[src/hw/rtl/length_field_packet_deframer_core_macros.svh]
// Assertion macros for the length-field packet deframer.
// Used by the top level; expects signals clk and rst_n in scope.
`ifndef LENGTH_FIELD_PACKET_DEFRAMER_CORE_MACROS_SVH
`define LENGTH_FIELD_PACKET_DEFRAMER_CORE_MACROS_SVH

// Same-cycle implication, checked outside reset.
`define LFPD_ASSERT_NOW(label, ante, cons, msg) \
  label: assert property (@(posedge clk) disable iff (!rst_n) (ante) |-> (cons)) \
    else $error(msg);

// Next-cycle implication, checked outside reset.
`define LFPD_ASSERT_NEXT(label, ante, cons, msg) \
  label: assert property (@(posedge clk) disable iff (!rst_n) (ante) |=> (cons)) \
    else $error(msg);

`endif

[src/hw/rtl/lfpd_pkg.sv]
// Shared types and constants for the length-field packet deframer.
// No dependencies; used by lfpd_out_buf and the top level.
`default_nettype none

package lfpd_pkg;

  // Field and register widths.
  localparam int BYTE_W      = 8;
  localparam int INDEX_W     = 16;
  localparam int OFFSET_W    = 10;
  localparam int MAX_SIZE_W  = 16;
  localparam int LEN_WORD_W  = 32;
  localparam int CFG_INDEX_W = 2;
  localparam int CFG_DATA_W  = 16;

  // Compare width: one bit above the length word, wide enough for counts up to the length word's width.
  localparam int CMP_W = LEN_WORD_W + 1;

  // Register indexes on the configuration port.
  localparam logic [CFG_INDEX_W-1:0] REG_LENGTH_OFFSET   = 2'd0;
  localparam logic [CFG_INDEX_W-1:0] REG_MAX_PACKET_SIZE = 2'd1;

  // Register reset values.
  localparam logic [OFFSET_W-1:0]   OFFSET_RESET   = 10'd0;
  localparam logic [MAX_SIZE_W-1:0] MAX_SIZE_RESET = 16'd4096;

  // Input operation codes.
  localparam logic OP_DATA    = 1'b0;
  localparam logic OP_RESTART = 1'b1;

  // Result status codes.
  localparam logic STATUS_OK         = 1'b0;
  localparam logic STATUS_BAD_LENGTH = 1'b1;

  // One result word.
  typedef struct packed {
    logic [BYTE_W-1:0]  data;
    logic [INDEX_W-1:0] index;
    logic               last;
    logic               status;
  } result_t;

endpackage

`default_nettype wire

[src/hw/rtl/lfpd_out_buf.sv]
// Two-entry output buffer (result register plus skid register).
// Depends on lfpd_pkg for the result word type.
`default_nettype none

module lfpd_out_buf (
  input  wire logic             clk,
  input  wire logic             rst_n,
  input  wire logic             push,
  input  wire lfpd_pkg::result_t push_data,
  output logic                  full,
  output logic                  out_valid,
  input  wire logic             out_stall,
  output lfpd_pkg::result_t     out_data
);

  logic              out_valid_r;
  logic              skid_valid_r;
  lfpd_pkg::result_t out_data_r;
  lfpd_pkg::result_t skid_data_r;
  logic              take;

  assign take      = out_valid_r && !out_stall;
  assign full      = skid_valid_r;
  assign out_valid = out_valid_r;
  assign out_data  = out_data_r;

  // Control: the skid entry drains into the result register first.
  always_ff @(posedge clk) begin
    if (!rst_n) begin
      out_valid_r  <= 1'b0;
      skid_valid_r <= 1'b0;
    end else if (skid_valid_r) begin
      if (take) begin
        skid_valid_r <= 1'b0;
      end
    end else if (!out_valid_r || take) begin
      out_valid_r <= push;
    end else if (push) begin
      skid_valid_r <= 1'b1;
    end
  end

  // Payload: no reset needed.
  always_ff @(posedge clk) begin
    if (skid_valid_r) begin
      if (take) begin
        out_data_r <= skid_data_r;
      end
    end else if (!out_valid_r || take) begin
      if (push) begin
        out_data_r <= push_data;
      end
    end else if (push) begin
      skid_data_r <= push_data;
    end
  end

endmodule

`default_nettype wire

[src/hw/rtl/length_field_packet_deframer_core.sv]
// Length-field packet deframer, top level: framing state, checks, config registers.
// Depends on lfpd_pkg, lfpd_out_buf and length_field_packet_deframer_core_macros.svh.
//
// Takes one stream word per clock and passes each data byte on with its index in
// the packet; results are registered in the output buffer. The little-endian
// length word at length_offset is checked as its fourth byte arrives; a negative,
// too short, too long or uncountable length aborts the packet (status 1, last 1)
// and locks the stream until a restart word. Sustained rate is one word per cycle;
// the input stalls only while both output buffer entries hold results not yet taken.
// Configuration is to be written only while idle; the block does not enforce this.
`default_nettype none
`include "length_field_packet_deframer_core_macros.svh"

module length_field_packet_deframer_core #(
  parameter int COUNT_WIDTH = 16
) (
  input  wire logic                               clk,
  input  wire logic                               rst_n,
  input  wire logic                               cfg_valid,
  output logic                                    cfg_ready,
  input  wire logic [lfpd_pkg::CFG_INDEX_W-1:0]   cfg_index,
  input  wire logic [lfpd_pkg::CFG_DATA_W-1:0]    cfg_data,
  input  wire logic                               in_valid,
  output logic                                    in_stall,
  input  wire logic                               in_op,
  input  wire logic [lfpd_pkg::BYTE_W-1:0]        in_data_byte,
  output logic                                    out_valid,
  input  wire logic                               out_stall,
  output logic [lfpd_pkg::BYTE_W-1:0]             out_byte,
  output logic [lfpd_pkg::INDEX_W-1:0]            out_byte_index,
  output logic                                    out_last_of_packet,
  output logic                                    out_status
);

  localparam int CW = lfpd_pkg::CMP_W;
  localparam int LW = lfpd_pkg::LEN_WORD_W;
  localparam logic [COUNT_WIDTH-1:0] COUNT_MAX = {COUNT_WIDTH{1'b1}};
  localparam logic [CW-1:0] LEN_LIMIT = CW'(1) << COUNT_WIDTH;

  // Configuration registers.
  logic [lfpd_pkg::OFFSET_W-1:0]   length_offset_r;
  logic [lfpd_pkg::MAX_SIZE_W-1:0] max_packet_size_r;

  // Framing state.
  logic [COUNT_WIDTH-1:0] byte_count_r;
  logic [LW-1:0]          length_word_r;
  logic                   length_known_r;
  logic                   error_lock_r;

  logic              item_acc;
  logic              res_push;
  logic              buf_full;
  logic [CW-1:0]     idx_ext;
  logic [CW-1:0]     off_ext;
  logic [CW-1:0]     diff;
  logic              in_window;
  logic [1:0]        pos;
  logic [LW-1:0]     word_merged;
  logic [CW-1:0]     word_ext;
  logic              word_done;
  logic              len_bad;
  logic              bad;
  logic              known_nxt;
  logic [LW-1:0]     word_nxt;
  logic              last;
  lfpd_pkg::result_t res;
  lfpd_pkg::result_t out_data;

  // Configuration writes are always taken.
  assign cfg_ready = 1'b1;

  always_ff @(posedge clk) begin
    if (!rst_n) begin
      length_offset_r   <= lfpd_pkg::OFFSET_RESET;
      max_packet_size_r <= lfpd_pkg::MAX_SIZE_RESET;
    end else if (cfg_valid && cfg_ready) begin
      unique case (cfg_index)
        lfpd_pkg::REG_LENGTH_OFFSET: begin
          length_offset_r <= cfg_data[lfpd_pkg::OFFSET_W-1:0];
        end
        lfpd_pkg::REG_MAX_PACKET_SIZE: begin
          max_packet_size_r <= cfg_data[lfpd_pkg::MAX_SIZE_W-1:0];
        end
        default: begin
        end
      endcase
    end
  end

  // Input handshake.
  assign in_stall = buf_full;
  assign item_acc = in_valid && !in_stall;
  assign res_push = item_acc && (in_op == lfpd_pkg::OP_DATA) && !error_lock_r;

  // Position of this byte relative to the length word.
  assign idx_ext   = CW'(byte_count_r);
  assign off_ext   = CW'(length_offset_r);
  assign diff      = idx_ext - off_ext;
  assign in_window = !length_known_r && (idx_ext >= off_ext) && (diff < CW'(4));
  assign pos       = diff[1:0];

  // Gather the length word and check it once its last byte is in.
  assign word_merged = length_word_r | (LW'(in_data_byte) << {pos, 3'b000});
  assign word_ext    = CW'(word_merged);
  assign word_done   = in_window && (pos == 2'd3);
  assign len_bad     = word_merged[LW-1] || (word_ext < off_ext + CW'(4)) ||
                       (word_ext > CW'(max_packet_size_r)) || (word_ext > LEN_LIMIT);
  assign bad         = word_done && len_bad;
  assign known_nxt   = length_known_r || (word_done && !len_bad);
  assign word_nxt    = in_window ? word_merged : length_word_r;
  assign last        = bad || (known_nxt && (idx_ext + CW'(1) == CW'(word_nxt)));

  // Framing state update.
  always_ff @(posedge clk) begin
    if (!rst_n) begin
      byte_count_r   <= '0;
      length_word_r  <= '0;
      length_known_r <= 1'b0;
      error_lock_r   <= 1'b0;
    end else if (item_acc) begin
      if (in_op == lfpd_pkg::OP_RESTART) begin
        byte_count_r   <= '0;
        length_word_r  <= '0;
        length_known_r <= 1'b0;
        error_lock_r   <= 1'b0;
      end else if (!error_lock_r) begin
        if (bad) begin
          error_lock_r <= 1'b1;
        end else if (last) begin
          byte_count_r   <= '0;
          length_word_r  <= '0;
          length_known_r <= 1'b0;
        end else begin
          length_word_r  <= word_nxt;
          length_known_r <= known_nxt;
          if (byte_count_r != COUNT_MAX) begin
            byte_count_r <= byte_count_r + COUNT_WIDTH'(1);
          end
        end
      end
    end
  end

  // Result word for this byte.
  always_comb begin
    res.data   = in_data_byte;
    res.index  = lfpd_pkg::INDEX_W'(byte_count_r);
    res.last   = last;
    res.status = bad ? lfpd_pkg::STATUS_BAD_LENGTH : lfpd_pkg::STATUS_OK;
  end

  lfpd_out_buf u_out_buf (
    .clk       (clk),
    .rst_n     (rst_n),
    .push      (res_push),
    .push_data (res),
    .full      (buf_full),
    .out_valid (out_valid),
    .out_stall (out_stall),
    .out_data  (out_data)
  );

  assign out_byte           = out_data.data;
  assign out_byte_index     = out_data.index;
  assign out_last_of_packet = out_data.last;
  assign out_status         = out_data.status;

  // An aborted packet always ends on the flagged byte.
  `LFPD_ASSERT_NOW(a_bad_is_last, out_valid && (out_status == lfpd_pkg::STATUS_BAD_LENGTH), out_last_of_packet, "illegal length word not marked last")

  // Once the length is known the count stays below it.
  `LFPD_ASSERT_NOW(a_count_below_len, length_known_r, CW'(byte_count_r) < CW'(length_word_r), "byte count ran past known packet length")

  // A flagged byte locks the stream.
  `LFPD_ASSERT_NEXT(a_bad_locks, res_push && bad, error_lock_r, "illegal length did not lock the stream")

endmodule

`default_nettype wire
[config.mk]
export PLATFORM = sky130hd
export DESIGN_NAME = length_field_packet_deframer_core
export DESIGN_NICKNAME = d
export VERILOG_FILES = /design/src/hw/rtl/lfpd_pkg.sv /design/src/hw/rtl/lfpd_out_buf.sv /design/src/hw/rtl/length_field_packet_deframer_core.sv
export VERILOG_INCLUDE_DIRS = /design/src /design/src/hw/rtl
export SDC_FILE = /design/constraint.sdc
export NUM_CORES = 1
export LEC_CHECK = 0
export BUFFER_PORTS_ARGS = -buffer_cell sky130_fd_sc_hd__buf_2
export CELL_PAD_IN_SITES_DETAIL_PLACEMENT = 1
export CELL_PAD_IN_SITES_GLOBAL_PLACEMENT = 1
export CORE_MARGIN = 5
export CORE_UTILIZATION = 45
export DETAILED_ROUTE_END_ITERATION = 10
export HOLD_SLACK_MARGIN = 0.06
export PLACE_DENSITY = 0.78
export SETUP_SLACK_MARGIN = 0.05
export SLEW_MARGIN = 20
export SYNTH_ARGS = -nofsm -noshare
export SYNTH_HDL_FRONTEND = slang
export SYNTH_SLANG_ARGS = --single-unit
[constraint.sdc]
create_clock -name clk -period 6.6 [get_ports clk]
set_clock_uncertainty 0.05 [all_clocks]
set_input_delay 1.32 -clock clk [delete_from_list [all_inputs] [get_ports clk]]
set_output_delay 1.32 -clock clk [all_outputs]
set_load 0.05 [all_outputs]
Yosys cells after proc, flatten, opt, wreduce, memory -nomap -nowiden
Index checks and enable logic that the tools add are counted.

storage, ports and cells
  memories = 0
  logic and storage cells = 95
  bits in read-only memories = 0
  register bits = 130
  memory bits (writable) = 0
  bits in latches = 0

operators by class
  div/mod/pow operators = 0
  bitwise operators = 4
  $lt $le $gt $ge = 5
  add/subtract/negate cells = 4
  reductions and logical operators = 33
  muxes and demuxes = 25
  multipliers = 0
  shift-type cells = 1
  equality and inequality tests = 7

operator list
  cell                   number
  $mux 32                5
  $mux 26                4
  $mux 16                5
  $lt 33x3->1 const B    1
  $eq 17x32->1           1
  $gt 32x16->1           1
  $gt 32x17->1 const B   1
  $lt 32x11->1           1
  $or 32x32->32          1
  $shl 8x5->32           1
  $add 16x1->17 const B  1
  $sub 16x10->17         1
  $add 16x1->16 const B  1
  $ge 16x10->1           1
  $ne 16x16->1 const B   1
  $add 10x3->11 const B  1
  $mux 1                 11
  $logic_and 1x1->1      10
  $reduce_and 3->1       3
  $logic_not 1->1        6
  $logic_or 1x1->1       6
  $ne 2x2->1 const B     3
  $reduce_and 2->1       3
  $reduce_and 4->1       1
  6 further kinds        9

Depth between registers and ports, before layout
Gate-level depths: netlist of run 1.

  depth in word-level cells = 16
  gate-level depth with buffers = 23
  gate-level depth less buffers = 19

Cells and area by module
From an unflattened synthesis of run 1, not the netlist that was laid out.

unflattened totals
  cells, all modules = 759
  area, all modules = 7290.7 um2

by module, submodules not included
  module                             cells each  area an instance (um2)  times used
  length_field_packet_deframer_core  666         5181.2                  1
  lfpd_out_buf                       93          2109.5                  1

Worst setup path after synthesis of run 1
No wires, ideal clock.

  path type = reg2reg
  start point = register byte_count_r[0]
  end point = register byte_count_r[10]
  path buffers = 2
  period minus slack after synthesis = 4861 ps
  arrival time = 4741 ps
  cell stages (with the launch flop) = 22
  slack = 1739 ps
  path through = dfxtp_1 > inv_1 > ha_1 > fa_1 > clkbuf_1 > nor2b_1 > clkbuf_1 > nand2_1 > nand2_1 > ha_1 > a21o_1 > a21o_1 > a21oi_1 > o21a_1 > a21oi_1 > nor4b_1 > nand3b_1 > a21oi_1 > nor3_1 > nand3b_1 > or2_2 > o2bb2ai_1

between the ends
  cells in the longest elaborated chain, start to end = 16
  elaborated cells between the ends (all ways) = 34

RTL lines
  element                        line                                      text
  start: declaration             length_field_packet_deframer_core.sv:45   logic [COUNT_WIDTH-1:0] byte_count_r;
  start signal: assignment       length_field_packet_deframer_core.sv:137  byte_count_r <= byte_count_r + COUNT_WIDTH'(1);
  $sub 16x10->17                 length_field_packet_deframer_core.sv:98   assign diff = idx_ext - off_ext;
  $shl 8x5->32                   length_field_packet_deframer_core.sv:103  assign word_merged = length_word_r | (LW'(in_data_byte) << {pos, 3'b000});
  $or 32x32->32                  length_field_packet_deframer_core.sv:103
  $lt 32x11->1                   length_field_packet_deframer_core.sv:106  assign len_bad = word_merged[LW-1] || (word_ext < off_ext + CW'(4)) ||
  $logic_or 1x1->1 (2 in a row)  length_field_packet_deframer_core.sv:106
  $logic_or 1x1->1               length_field_packet_deframer_core.sv:107  (word_ext > CW'(max_packet_size_r)) || (word_ext > LEN_LIMIT);
  $logic_not 1->1                length_field_packet_deframer_core.sv:109  assign known_nxt = length_known_r || (word_done && !len_bad);
  $logic_and 1x1->1              length_field_packet_deframer_core.sv:109
  $logic_or 1x1->1               length_field_packet_deframer_core.sv:109
  $logic_and 1x1->1              length_field_packet_deframer_core.sv:111  assign last = bad || (known_nxt && (idx_ext + CW'(1) == CW'(word_nxt)));
  $logic_or 1x1->1               length_field_packet_deframer_core.sv:111
  $mux 16                        length_field_packet_deframer_core.sv:129  end else if (last) begin
  $mux 16                        length_field_packet_deframer_core.sv:127  if (bad) begin
  $mux 16                        length_field_packet_deframer_core.sv:126  end else if (!error_lock_r) begin
  $mux 16                        length_field_packet_deframer_core.sv:121  if (in_op == lfpd_pkg::OP_RESTART) begin

Parallel ways exist; a longest one is shown, timed or not. The select of a mux whose other input is x is not followed.
A chain may end at the register's enable or synchronous reset.

Worst setup path in the final report of run 1
  start point = register byte_count_r[0]
  end point = register length_word_r[30]

between the ends
  cells in the longest elaborated chain, start to end = 16
  elaborated cells between the ends (all ways) = 30

RTL lines
  element                        line                                      text
  $sub 16x10->17                 length_field_packet_deframer_core.sv:98
  $shl 8x5->32                   length_field_packet_deframer_core.sv:103
  $or 32x32->32                  length_field_packet_deframer_core.sv:103
  $lt 32x11->1                   length_field_packet_deframer_core.sv:106
  $logic_or 1x1->1 (2 in a row)  length_field_packet_deframer_core.sv:106
  $logic_or 1x1->1               length_field_packet_deframer_core.sv:107
  $logic_not 1->1                length_field_packet_deframer_core.sv:109
  $logic_and 1x1->1              length_field_packet_deframer_core.sv:109
  $logic_or 1x1->1               length_field_packet_deframer_core.sv:109
  $logic_and 1x1->1              length_field_packet_deframer_core.sv:111
  $logic_or 1x1->1               length_field_packet_deframer_core.sv:111
  $mux 32                        length_field_packet_deframer_core.sv:129
  $mux 32                        length_field_packet_deframer_core.sv:127
  $mux 32                        length_field_packet_deframer_core.sv:126
  $mux 32                        length_field_packet_deframer_core.sv:121
  end signal: assignment         length_field_packet_deframer_core.sv:134  length_word_r <= word_nxt;
  end: declaration               length_field_packet_deframer_core.sv:46   logic [LW-1:0] length_word_r;

Parallel ways exist; a longest one is shown, timed or not. The select of a mux whose other input is x is not followed.

==> run summary, run 1 <==
===============================================================================================
Unique masters post-synth                                                                    76
Primary FF master, synth                                                                dfxtp_1
Worst path depth                                                                             20
Number of buffers created by CTS                                                             17
Wire length of the first global-routing pass                                            36.1 mm
# DRC                                                                                         0
Worst vdd rail ir drop                                                                   172 uV
Final GP Congestion                                                                       0.923
Crit end category                                                                      register
Setup TNS                                                                                  0 ps
Data required, critical path                                                            6860 ps
Floorplan die area                                                                  19,200 um^2
Htree depth                                                                                   4
Post-route clock period utilization                                                       93.8%
Total buffers and inverters traversed by the critical path                                    2
Sequential cell area fraction in the yosys report                                         42.0%
Detailed-routing iteration count for the pre-antenna-repair pass                              5
Antenna fix cells                                                                             0
Post-layout utilization of the core                                                       51.9%
Tightest Hold Check Type                                                             reg -> reg
Fraction of registers with async set/reset                                                   0%
Avg WL per Cell                                                                         21.3 um
Total count of hold-check failures in the final report                                        0
Hold Buf Count CTS                                                                            0
Leading cell type in the layout, fill and taps excluded                                 dfxtp_1
Total Nets Final                                                                            901
Data arrival time of the critical path                                                  6450 ps
Area fraction of the dominant cell type after synthesis                                   21.0%
Leakage Power                                                                           3.63 nW
Slowest stage cell on the critical path                                                    fa_1
Path type of the worst setup path                                                    reg -> reg
Startpoint of the worst-slack reg-to-reg timing path                               byte_count_r[0]
Overall global routing resource usage                                                     23.4%
Source-to-sink clock delay at the later pin of the worst-skew pair                       420 ps
Congestion Overflow GR                                                                        0
R2r setup slk                                                                            410 ps
TritonCTS clock tree                                                                       done
Synthesized area divided by synthesized cell count                                    9.46 um^2
Number of gates resized after CTS                                                             0
Largest net degree at the start of global routing                                            47
Count of flip-flops with a built-in enable after synthesis                                   52
Number of global-route vias before repair                                                 6,690
Fraction of layout cells with a size suffix above 1                                       16.7%
Drt via density                                                                            5.99
Number of flip-flops and latches in the synthesized netlist                                 130
End of the worst register-to-register path                                         length_word_r[30]
Setup WS post-layout                                                                     411 ps
Number of post-CTS setup repair buffers                                                       0
Top post-synthesis cells by area                                                   dfxtp_1 21%, edfxtp_1 21%, ha_1 6.4%, a21oi_1 4.0%, nand2_1 3.5%
Die height                                                                               138 um
Number of synthesis warnings                                                                  0
Buffer levels on the longest clock path                                                       2
Status                                                                             complete, no violations
Power, Total                                                                            2.10 mW
Buffers on Ports                                                                             59
Most repeated library cell on the critical path                                          o21a_1
Total half-perimeter wirelength after legalization and detailed placement               16.6 mm
Worst setup path endpoint                                                          length_word_r[30]
Number of slew-limit violations in the final report                                           0
Total wire length                                                                       22.6 mm
Critical path origin                                                               byte_count_r[0]
Routed via count                                                                          6,363
Crit path largest cell delay                                                             710 ps
I/O Pins                                                                                     61
Standard-cell row count                                                                      47
Cell type with the highest aggregate area in the netlist                                dfxtp_1
Total nets after synthesis                                                                  856
Number of instances in the synthesized netlist                                              785
Maximum net fanout on the critical path                                                      30
Highest achievable clock rate                                                         0.162 GHz
Startpoint type of the worst setup path                                                register
Starting utilization of the core area                                                     45.3%
Antenna-violating nets left                                                                   0
Layout Area Growth over Synthesis                                                         14.5%
Number of clock sinks                                                                       130
CTS Root Cell                                                                         clkbuf_16
Reported max-cap violation count                                                              0
CP cell instances                                                                  inv_1 -> ha_1 -> fa_1 -> and2_1 -> nand2_1 -> nand2b_1 -> ha_1 -> nor2b_1 -> o21a_1 -> o21a_1 -> o21bai_1 -> a21oi_1 -> nor4b_1 -> a31o_2 -> o21a_1 -> nand4_1 -> o31ai_4 -> o21ai_2 -> buf_4 -> and3_1
Setup WS pre-CTS                                                                         529 ps
Tmin final                                                                              6190 ps
Relative max-transition margin                                                            34.5%
P per Cell Area                                                                     247 nW/um^2
Worst Hold Margin                                                                        405 ps
Unrepaired setup endpoints after global routing                                              no
Number of cells on the worst reg-to-reg path                                                 20
Post-synthesis cell area                                                              7430 um^2
Slew @ Worst Pin                                                                         972 ps
Setup violators final                                                                         0
Number of antenna violations at the first check in global routing                             0
Commonest cells after routing, fill and taps aside                                 78 x dfxtp_1, 69 x nand2_1, 59 x buf_2, 58 x a21oi_1, 52 x edfxtp_1
Width of the die                                                                         138 um
Core area                                                                           16,400 um^2
Initial DRC Count                                                                           492
Clock input transition at the sequential cells of the worst setup and hold paths          60 ps
Crit-path leading delay family                                                     simple AND/OR/NAND/NOR gates
===============================================================================================
[worst min path at each step]
stage                                from                         to  cells past startpoint
finish               max_packet_size_r[5]       max_packet_size_r[5]                      2
global placement    max_packet_size_r[11]      max_packet_size_r[11]                      2
floorplan                byte_count_r[10]  u_out_buf.skid_data_r[12]                      0
global route         max_packet_size_r[6]       max_packet_size_r[6]                      2
CTS                  max_packet_size_r[5]       max_packet_size_r[5]                      2
detailed placement   max_packet_size_r[5]       max_packet_size_r[5]                      2
[kinds of logic (layout without fill, tap and decap cells)]
logic type	after synthesis	in the layout	synth area share (%)
buffers and inverters	86	144	4.51
multiplexers	28	28	4.21
flip-flops	130	130	42.0
AO/OA/AOI/OAI	196	196	19.3
XOR/XNOR	30	30	3.54
other	1	1	0.0505
adder cells (fa/ha/maj)	39	39	6.67
AND/OR/NAND/NOR	275	275	19.7
[synthesized netlist by cell type, types with 5 or more instances]
| cell | n |
|---|---|
| nor4_1 | 12 |
| nand2_1 | 69 |
| and3_1 | 24 |
| nor2_1 | 50 |
| a31oi_1 | 18 |
| edfxtp_1 | 52 |
| dfxtp_1 | 78 |
| nand4_1 | 14 |
| inv_1 | 43 |
| o41ai_1 | 6 |
| ha_1 | 38 |
| mux2i_1 | 5 |
| nand2b_1 | 14 |
| o211ai_1 | 5 |
| clkbuf_1 | 38 |
| a21oi_1 | 59 |
| nor3_1 | 20 |
| a21o_1 | 12 |
| nor3b_1 | 5 |
| mux2_2 | 22 |
| o21ai_0 | 20 |
| o21a_1 | 6 |
| or3_1 | 10 |
| nand3_1 | 19 |
| xnor2_1 | 26 |
| nor4b_1 | 8 |
| o211a_1 | 24 |
[sequential cells by signal (all words and copies together) (netlist names)]
| register | count |
|---|---|
| length_word_r | 32 |
| u_out_buf.out_data | 26 |
| u_out_buf.skid_data_r | 26 |
| byte_count_r | 16 |
| max_packet_size_r | 16 |
| length_offset_r | 10 |
| error_lock_r | 1 |
| length_known_r | 1 |
| u_out_buf.full | 1 |
| u_out_buf.out_valid | 1 |
[layout make-up]
type                    instances  area [um^2]
well taps                     220          275
flip-flops and latches        130         3120
repair buffers                 69          370
clock inverters                 7         68.8
inverters                      43          161
multi-input cells             569         3990
fillers                      1884         7900
clock buffers                  25          522
[where the power goes]
part	internal, mW	switching (mW)	total [mW]
Combinational	0.103	0.199	0.302
Sequential	0.849	0.00753	0.857
Clock	0.587	0.356	0.943
[layer usage]
| layer | wire length, um | track usage (%) |
|---|---|---|
| met2 | 10800 | 39.3 |
| met3 | 952 | 3.63 |
| met5 | 0 | 0 |
| met1 | 10200 | 30.4 |
| met4 | 603 | 9.15 |
[tightest hold or removal path: stages (launching register included)]
cell and delay [ps]:
dfxtp_1 310, nand2_1 50, a21oi_1 50
[metrics by stage]
step / std cells / cell area, um^2
finish: 1063 / 8510
detailed placement: 1031 / 7910
CTS: 1063 / 8500
global placement: 1031 / 7910
floorplan: 785 / 7430
global route: 1063 / 8510
(Power assumes the default switching activity.)
==> run 2, diff against run 1 <==
Settings changed: REMOVE_ABC_BUFFERS from default to 1.
==> run 2 against run 1 <==
  * First-iteration DRC count up 11%
  * Largest cell class unchanged
  * Clock power up 5.5%
  * Fmax down 0.58%
  * Critical path type unchanged
  * Largest power group unchanged
  * Critical path depth down 1
  * Power up 2.6%
  * Highest routed layer unchanged
  * Sequential cell count unchanged
==> run summary, run 2 (synthesized netlist as in run 1, its figures left out) <==
===============================================================================================
Status                                                                             complete, no violations
Startpoint type of the worst setup path                                                register
Setup TNS                                                                                  0 ps   unchanged
Crit end category                                                                      register
Fraction of layout cells with a size suffix above 1                                       17.1%   +0.36 points
Buffer levels on the longest clock path                                                       2   unchanged
Placed cell count                                                                         1,031   unchanged
Total count of hold-check failures in the final report                                        0   unchanged
Antenna-violating nets left                                                                   0   unchanged
Avg WL per Cell                                                                         21.7 um   +1.6%
Data arrival time of the critical path                                                  6550 ps   +100 ps
Commonest cells after routing, fill and taps aside                                 78 x dfxtp_1, 69 x nand2_1, 59 x buf_2, 58 x a21oi_1, 52 x edfxtp_1
Starting utilization of the core area                                                     45.3%   unchanged
Number of slew-limit violations in the final report                                           0   unchanged
Number of gates resized after CTS                                                             0   unchanged
Overall global routing resource usage                                                     24.2%   +0.82 points
Setup violators final                                                                         0   unchanged
Setup WS post-layout                                                                     374 ps   -36.1 ps
Data required, critical path                                                            6930 ps   +70 ps
I/O Pins                                                                                     61   unchanged
Total half-perimeter wirelength after legalization and detailed placement               16.9 mm   +1.7%
Wire length of the first global-routing pass                                            37.0 mm   +2.4%
Tightest Hold Check Type                                                             reg -> reg
Antenna fix cells                                                                             0   unchanged
Initial DRC Count                                                                           545   +11%
Buffers on Ports                                                                             59   unchanged
Hold Buf Count CTS                                                                            0   unchanged
Number of global-route vias before repair                                                 6,768   +1.2%
End of the worst register-to-register path                                         length_word_r[9]
Clock input transition at the sequential cells of the worst setup and hold paths          60 ps   about the same
Slew @ Worst Pin                                                                        1050 ps   +74.1 ps
Register with the highest flop count                                               length_word_r
# DRC                                                                                         0   unchanged
Source-to-sink clock delay at the later pin of the worst-skew pair                       440 ps   +20 ps
Worst Min Path Start                                                               max_packet_size_r[9]
Htree depth                                                                                   4   unchanged
Relative max-transition margin                                                            29.5%   -5.0 points
Final non-filler cell total                                                               1,063   unchanged
P per Cell Area                                                                     253 nW/um^2   +2.3%
Standard-cell row count                                                                      47   unchanged
Die height                                                                               138 um   unchanged
Detailed-routing iteration count for the pre-antenna-repair pass                              5   unchanged
Unrepaired setup endpoints after global routing                                              no
Min-Delay Path Depth                                                                          2   unchanged
Post-route clock period utilization                                                       94.3%   +0.55 points
Startpoint of the worst-slack reg-to-reg timing path                               byte_count_r[0]
Leakage Power                                                                           3.64 nW   +0.11%
Total Nets Final                                                                            901   unchanged
Flip-flop count of the largest register, all copies and words added                          32   unchanged
Number of antenna violations at the first check in global routing                             0   unchanged
Routed via count                                                                          6,530   +2.6%
Highest achievable clock rate                                                         0.161 GHz   -0.58%
TritonCTS clock tree                                                                       done
Worst vdd rail ir drop                                                                   189 uV   +9.5%
Number of post-CTS setup repair buffers                                                       0   unchanged
CTS Root Cell                                                                         clkbuf_16
Number of clock sinks                                                                       130   unchanged
Drt via density                                                                            6.14   +2.6%
Setup WS pre-CTS                                                                         631 ps   +102 ps
Width of the die                                                                         138 um   unchanged
Total wire length                                                                       23.0 mm   +1.6%
Final GP Congestion                                                                       0.901   -2.4%
Maximum net fanout on the critical path                                                      19   -37%
R2r setup slk                                                                            370 ps   -40 ps
Tmin final                                                                              6230 ps   +36.1 ps
Endpoint of the worst hold path                                                    max_packet_size_r[9]
Number of buffers created by CTS                                                             17   unchanged
Congestion Overflow GR                                                                        0   unchanged
Floorplan die area                                                                  19,200 um^2   unchanged
Path type of the worst setup path                                                    reg -> reg
Leading cell type in the layout, fill and taps excluded                                 dfxtp_1
Largest net degree at the start of global routing                                            47   unchanged
Number of cells on the worst reg-to-reg path                                                 19   -5.0%
Reported max-cap violation count                                                              0   unchanged
Core area                                                                           16,400 um^2   unchanged
Layout Area Growth over Synthesis                                                         14.9%
===============================================================================================
[run 2: metrics by stage]
stage                     total power [mW]  area, um^2  util (%)  hold WS, ps
after global routing                  2.23        8540      52.0          433
after global placement                1.16        7910      48.2          395
after detailed placement              1.17        7910      48.2          404
after floorplan                       1.07        7260         -          386
final                                 2.16        8540      52.0          406
after CTS                             2.17        8530      52.0          412
[run 2: power by group]
part           total (mW)  internal (mW)  switching, mW  leakage [nW]
clock network       0.995          0.609          0.386         0.299
logic               0.305          0.104          0.201          2.23
registers           0.857          0.849        0.00762          1.11
[run 2: cell type report]
type / count / area (um^2)
clock buffer: 18 / 439
clock inverter: 14 / 179
fill: 1876 / 7870
inverter: 43 / 161
multi-input combinational: 569 / 3990
sequential: 130 / 3120
tap: 220 / 275
timing repair buffer: 69 / 370
[run 2: critical path, cell delays in order, from the launching register on]
cell,delay (ps)
dfxtp_1,460
inv_1,150
ha_1,240
fa_1,690
and2_0,610
nand2_1,170
nand2b_1,200
ha_1,270
nor2b_1,130
o21a_1,170
o21a_1,170
o21bai_1,120
a21oi_1,130
nor4b_1,520
nand3b_1,290
a21oi_1,170
nor2_1,180
nand3_1,640
o41ai_1,570
and3_1,210
[run 2: metal layers]
metal  wire length [um]  track usage [%]
met2              11300             40.6
met1               9760             30.3
met5                  0                0
met4                776             11.3
met3               1220             4.59
[run 2: how the worst max path moves through the flow]
| stage | start | end | slack (ps) | depth (start not counted) |
|---|---|---|---|---|
| finish | byte_count_r[0] | length_word_r[9] | 370 | 19 |
| global route | byte_count_r[0] | length_word_r[1] | 70 | 20 |
| CTS | byte_count_r[0] | length_word_r[9] | 580 | 19 |
| detailed placement | byte_count_r[0] | length_word_r[9] | 630 | 19 |
| global placement | byte_count_r[0] | length_word_r[4] | 870 | 20 |
| floorplan | byte_count_r[0] | length_word_r[10] | 1250 | 19 |
==> run 3, diff against run 2 <==
Settings changed: SYNTH_HIERARCHICAL from default to 1.
==> run 3 against run 2 <==
  * Clock power is 10% lower
  * Sequential cell count stayed put
  * Routed wire length is 4.1% lower
  * Sequential share of layout area is 1.1 points higher
  * Area after synthesis is 1.9% lower
==> run summary, run 3 <==
===============================================================================================
Crit path largest cell delay                                                             840 ps   +150 ps
Worst path depth                                                                             19   unchanged
Sequential cell fraction of total power                                                   42.1%   +2.4 points
Sequential cell area fraction in the yosys report                                         42.8%   +0.80 points
Number of synthesis warnings                                                                  6   +6
Number of global-route vias before repair                                                 6,499   -4.0%
CTS Root Cell                                                                         clkbuf_16
Source-to-sink clock delay at the later pin of the worst-skew pair                       430 ps   about the same
Most used standard cell by instance count after synthesis                               dfxtp_1
Number of cells on the worst reg-to-reg path                                                 19   unchanged
Path type of the worst setup path                                                    reg -> reg
Final non-filler cell total                                                               1,037   -2.4%
Number of flip-flops and latches in the synthesized netlist                                 130   unchanged
Adder and majority cell fraction of the synthesized area                                  6.80%   +0.13 points
Wire length of the first global-routing pass                                            34.9 mm   -5.6%
Avg WL per Cell                                                                         21.3 um   -1.7%
Drt via density                                                                            5.97   -2.8%
Power, Total                                                                            2.04 mW   -5.5%
Standard-cell row count                                                                      46   -2.1%
Congestion Overflow GR                                                                        0   unchanged
Slew @ Worst Pin                                                                        1050 ps   +0.401 ps
Core area                                                                           15,900 um^2   -3.2%
Worst Min Path Start                                                               max_packet_size_r[1]
Total of fill cells in the finished design                                                1,835   -2.2%
Final GP Congestion                                                                       0.926   +2.7%
Startpoint type of the worst setup path                                                register
Portion of total power attributed to combinational logic                                  14.0%   -0.2 points
R2r setup slk                                                                            910 ps   +530 ps
# DRC                                                                                         0   unchanged
Placed cell count                                                                         1,005   -2.5%
Post-route clock period utilization                                                       86.2%   -8.1 points
Largest net degree at the start of global routing                                            34   -28%
Relative max-transition margin                                                            29.6%   +0.16 points
Hold Buf Count CTS                                                                            0   unchanged
Width of the die                                                                         137 um   -0.87%
Primary FF master, synth                                                                dfxtp_1
Fraction of registers with async set/reset                                                   0%   unchanged
I/O Pins                                                                                     61   unchanged
Flip-flop count of the largest register, all copies and words added                          32   unchanged
Overall global routing resource usage                                                     24.1%   -0.085 points
Crit end category                                                                      register
Total count of hold-check failures in the final report                                        0   unchanged
Number of slew-limit violations in the final report                                           0   unchanged
Count of flip-flops with a built-in enable after synthesis                                   52   unchanged
Area fraction of the dominant cell type after synthesis                                   21.4%   +0.40 points
Startpoint of the worst-slack reg-to-reg timing path                               byte_count_r[0]
Int Pwr                                                                                 1.47 mW   -6.0%
Total wire length                                                                       22.1 mm   -4.1%
P per Cell Area                                                                     246 nW/um^2   -2.7%
Top post-synthesis cells by area                                                   dfxtp_1 21%, edfxtp_1 21%, ha_1 6.5%, mux2_4 5.4%, a21oi_1 4.1%
Unrepaired setup endpoints after global routing                                              no
Number of post-CTS setup repair buffers                                                       0   unchanged
Total buffers and inverters traversed by the critical path                                    1   unchanged
Simple-gate share of the synthesized area                                                 18.6%   -1.1 points
Leading cell type in the layout, fill and taps excluded                                 dfxtp_1
Die height                                                                               137 um   -0.87%
Most repeated library cell on the critical path                                          nor2_1
Combinational family with the most area after synthesis                            simple AND/OR/NAND/NOR gates
Fraction of layout cells with a size suffix above 1                                       18.9%   +1.8 points
Htree depth                                                                                   4   unchanged
Unique masters post-synth                                                                    79   +3.9%
Commonest cells after routing, fill and taps aside                                 77 x dfxtp_1, 75 x nor2_1, 65 x nand2_1, 59 x a21oi_1, 59 x buf_2
Status                                                                             complete, no violations
Tmin final                                                                              5690 ps   -534 ps
Reported max-cap violation count                                                              0   unchanged
Cell type with the highest aggregate area in the netlist                                dfxtp_1
Total half-perimeter wirelength after legalization and detailed placement               16.1 mm   -5.0%
Routed via count                                                                          6,194   -5.1%
Critical path origin                                                               byte_count_r[0]
Leakage Power                                                                           3.22 nW   -11%
End of the worst register-to-register path                                         length_word_r[12]
Setup TNS                                                                                  0 ps   unchanged
Setup WS post-layout                                                                     909 ps   +534 ps
Setup WS pre-CTS                                                                         967 ps   +335 ps
Tightest Hold Check Type                                                             reg -> reg
Number of gates resized after CTS                                                             0   unchanged
Synthesized area divided by synthesized cell count                                    9.61 um^2   +1.5%
Layout Area Growth over Synthesis                                                         13.6%
Synthesized-area fraction occupied by ao, oa, aoi and oai cells                           17.7%   -1.6 points
Register with the highest flop count                                               length_word_r
Post-layout utilization of the core                                                       52.2%   +0.13 points
Maximum net fanout on the critical path                                                      33   +14
Worst vdd rail ir drop                                                                   170 uV   -10%
Highest achievable clock rate                                                         0.176 GHz   +9.4%
CP cell instances                                                                  inv_1 -> ha_1 -> fa_1 -> nor2b_1 -> nand2_1 -> nand2b_1 -> ha_1 -> a21oi_1 -> nor2_1 -> a211oi_1 -> o21ai_0 -> a211oi_1 -> o221a_2 -> nor4_4 -> nor2_1 -> o21ai_2 -> and2_1 -> nor2_4 -> nor2_1
Number of instances in the synthesized netlist                                              759   -3.3%
TritonCTS clock tree                                                                       done
Antenna-violating nets left                                                                   0   unchanged
Multiplexer share of the synthesized area                                                 5.77%   +1.6 points
Buffer levels on the longest clock path                                                       2   unchanged
Data required, critical path                                                            6830 ps   -100 ps
Setup violators final                                                                         0   unchanged
Initial DRC Count                                                                           449   -18%
Post-synth top cells                                                               78 x dfxtp_1, 76 x nor2_1, 65 x nand2_1
Number of antenna violations at the first check in global routing                             0   unchanged
Switching share of power                                                                  27.9%   +0.35 points
Starting utilization of the core area                                                     45.9%   +0.61 points
Clock network power share                                                                 43.9%   -2.2 points
Power spent charging and discharging nets                                              0.569 mW   -4.3%
Synthesized-area fraction occupied by xor and xnor cells                                  3.24%   -0.29 points
Antenna fix cells                                                                             0   unchanged
Floorplan die area                                                                  18,800 um^2   -1.7%
Crit-path leading delay family                                                     simple AND/OR/NAND/NOR gates
Number of clock sinks                                                                       130   unchanged
Worst setup path endpoint                                                          length_word_r[12]
Clock input transition at the sequential cells of the worst setup and hold paths          60 ps   about the same
Buffers on Ports                                                                             59   unchanged
Slowest stage cell on the critical path                                                    fa_1
Detailed-routing iteration count for the pre-antenna-repair pass                              5   unchanged
Post-synthesis cell area                                                              7290 um^2   -1.9%
Total Nets Final                                                                            879   -2.4%
Data arrival time of the critical path                                                  5920 ps   -630 ps
Number of buffers created by CTS                                                             17   unchanged
===============================================================================================
run 3: power by group through the flow:
stage	Clock (mW)	Combinational (mW)	Sequential, mW
after global routing	0.945	0.311	0.860
after global placement	0	0.271	0.874
after floorplan	0	0.163	0.902
after CTS	0.906	0.284	0.858
after detailed placement	0	0.281	0.875
final	0.895	0.285	0.858
run 3: area by class of cell:
type	instances	area (um^2)	share of cell area [%]
repair buffers	68	363	4.38
clock buffers	19	443	5.35
inverters	40	150	1.81
multi-input cells	551	3820	46.2
clock inverters	13	110	1.33
flip-flops and latches	130	3120	37.7
well taps	216	270	3.26
run 3: worst min path at each step:
stage / endpoint / slack, ps / depth (start not counted)
2_1_floorplan: max_packet_size_r[10] / 390 / 2
3_3_place_gp: max_packet_size_r[10] / 400 / 2
3_5_place_dp: max_packet_size_r[1] / 400 / 2
4_1_cts: max_packet_size_r[1] / 410 / 2
5_1_grt: length_word_r[25] / 430 / 1
6_report: max_packet_size_r[1] / 410 / 2
run 3: worst reg2reg max path, stage by stage, from the launching register on:
cell and delay (ps):
dfxtp_1 590, inv_1 90, ha_1 240, fa_1 840
nor2b_1 590, nand2_1 200, nand2b_1 160, ha_1 260
a21oi_1 150, nor2_1 70, a211oi_1 200, o21ai_0 100
a211oi_1 180, o221a_2 300, nor4_4 90, nor2_1 160
o21ai_2 140, and2_1 350, nor2_4 670, nor2_1 140
run 3: kinds of logic after synthesis:
family / count (synthesis)
flip-flops: 130
XOR/XNOR: 27
other: 1
AND/OR/NAND/NOR: 266
buffers and inverters: 78
multiplexers: 29
AO/OA/AOI/OAI: 189
adder cells (fa/ha/maj): 39
run 3: metrics by stage:
| step | cell area [um^2] | hold slack (ps) |
|---|---|---|
| 4_1_cts | 8280 | 406 |
| 3_5_place_dp | 7730 | 398 |
| 6_report | 8290 | 408 |
| 5_1_grt | 8290 | 428 |
| 2_1_floorplan | 7070 | 386 |
| 3_3_place_gp | 7730 | 397 |
run 3: metal layers:
layer	global-route usage (%)	wire length (um)
met5	0	0
met4	8.92	566
met3	4.75	1120
met2	41.4	10900
met1	30.0	9470
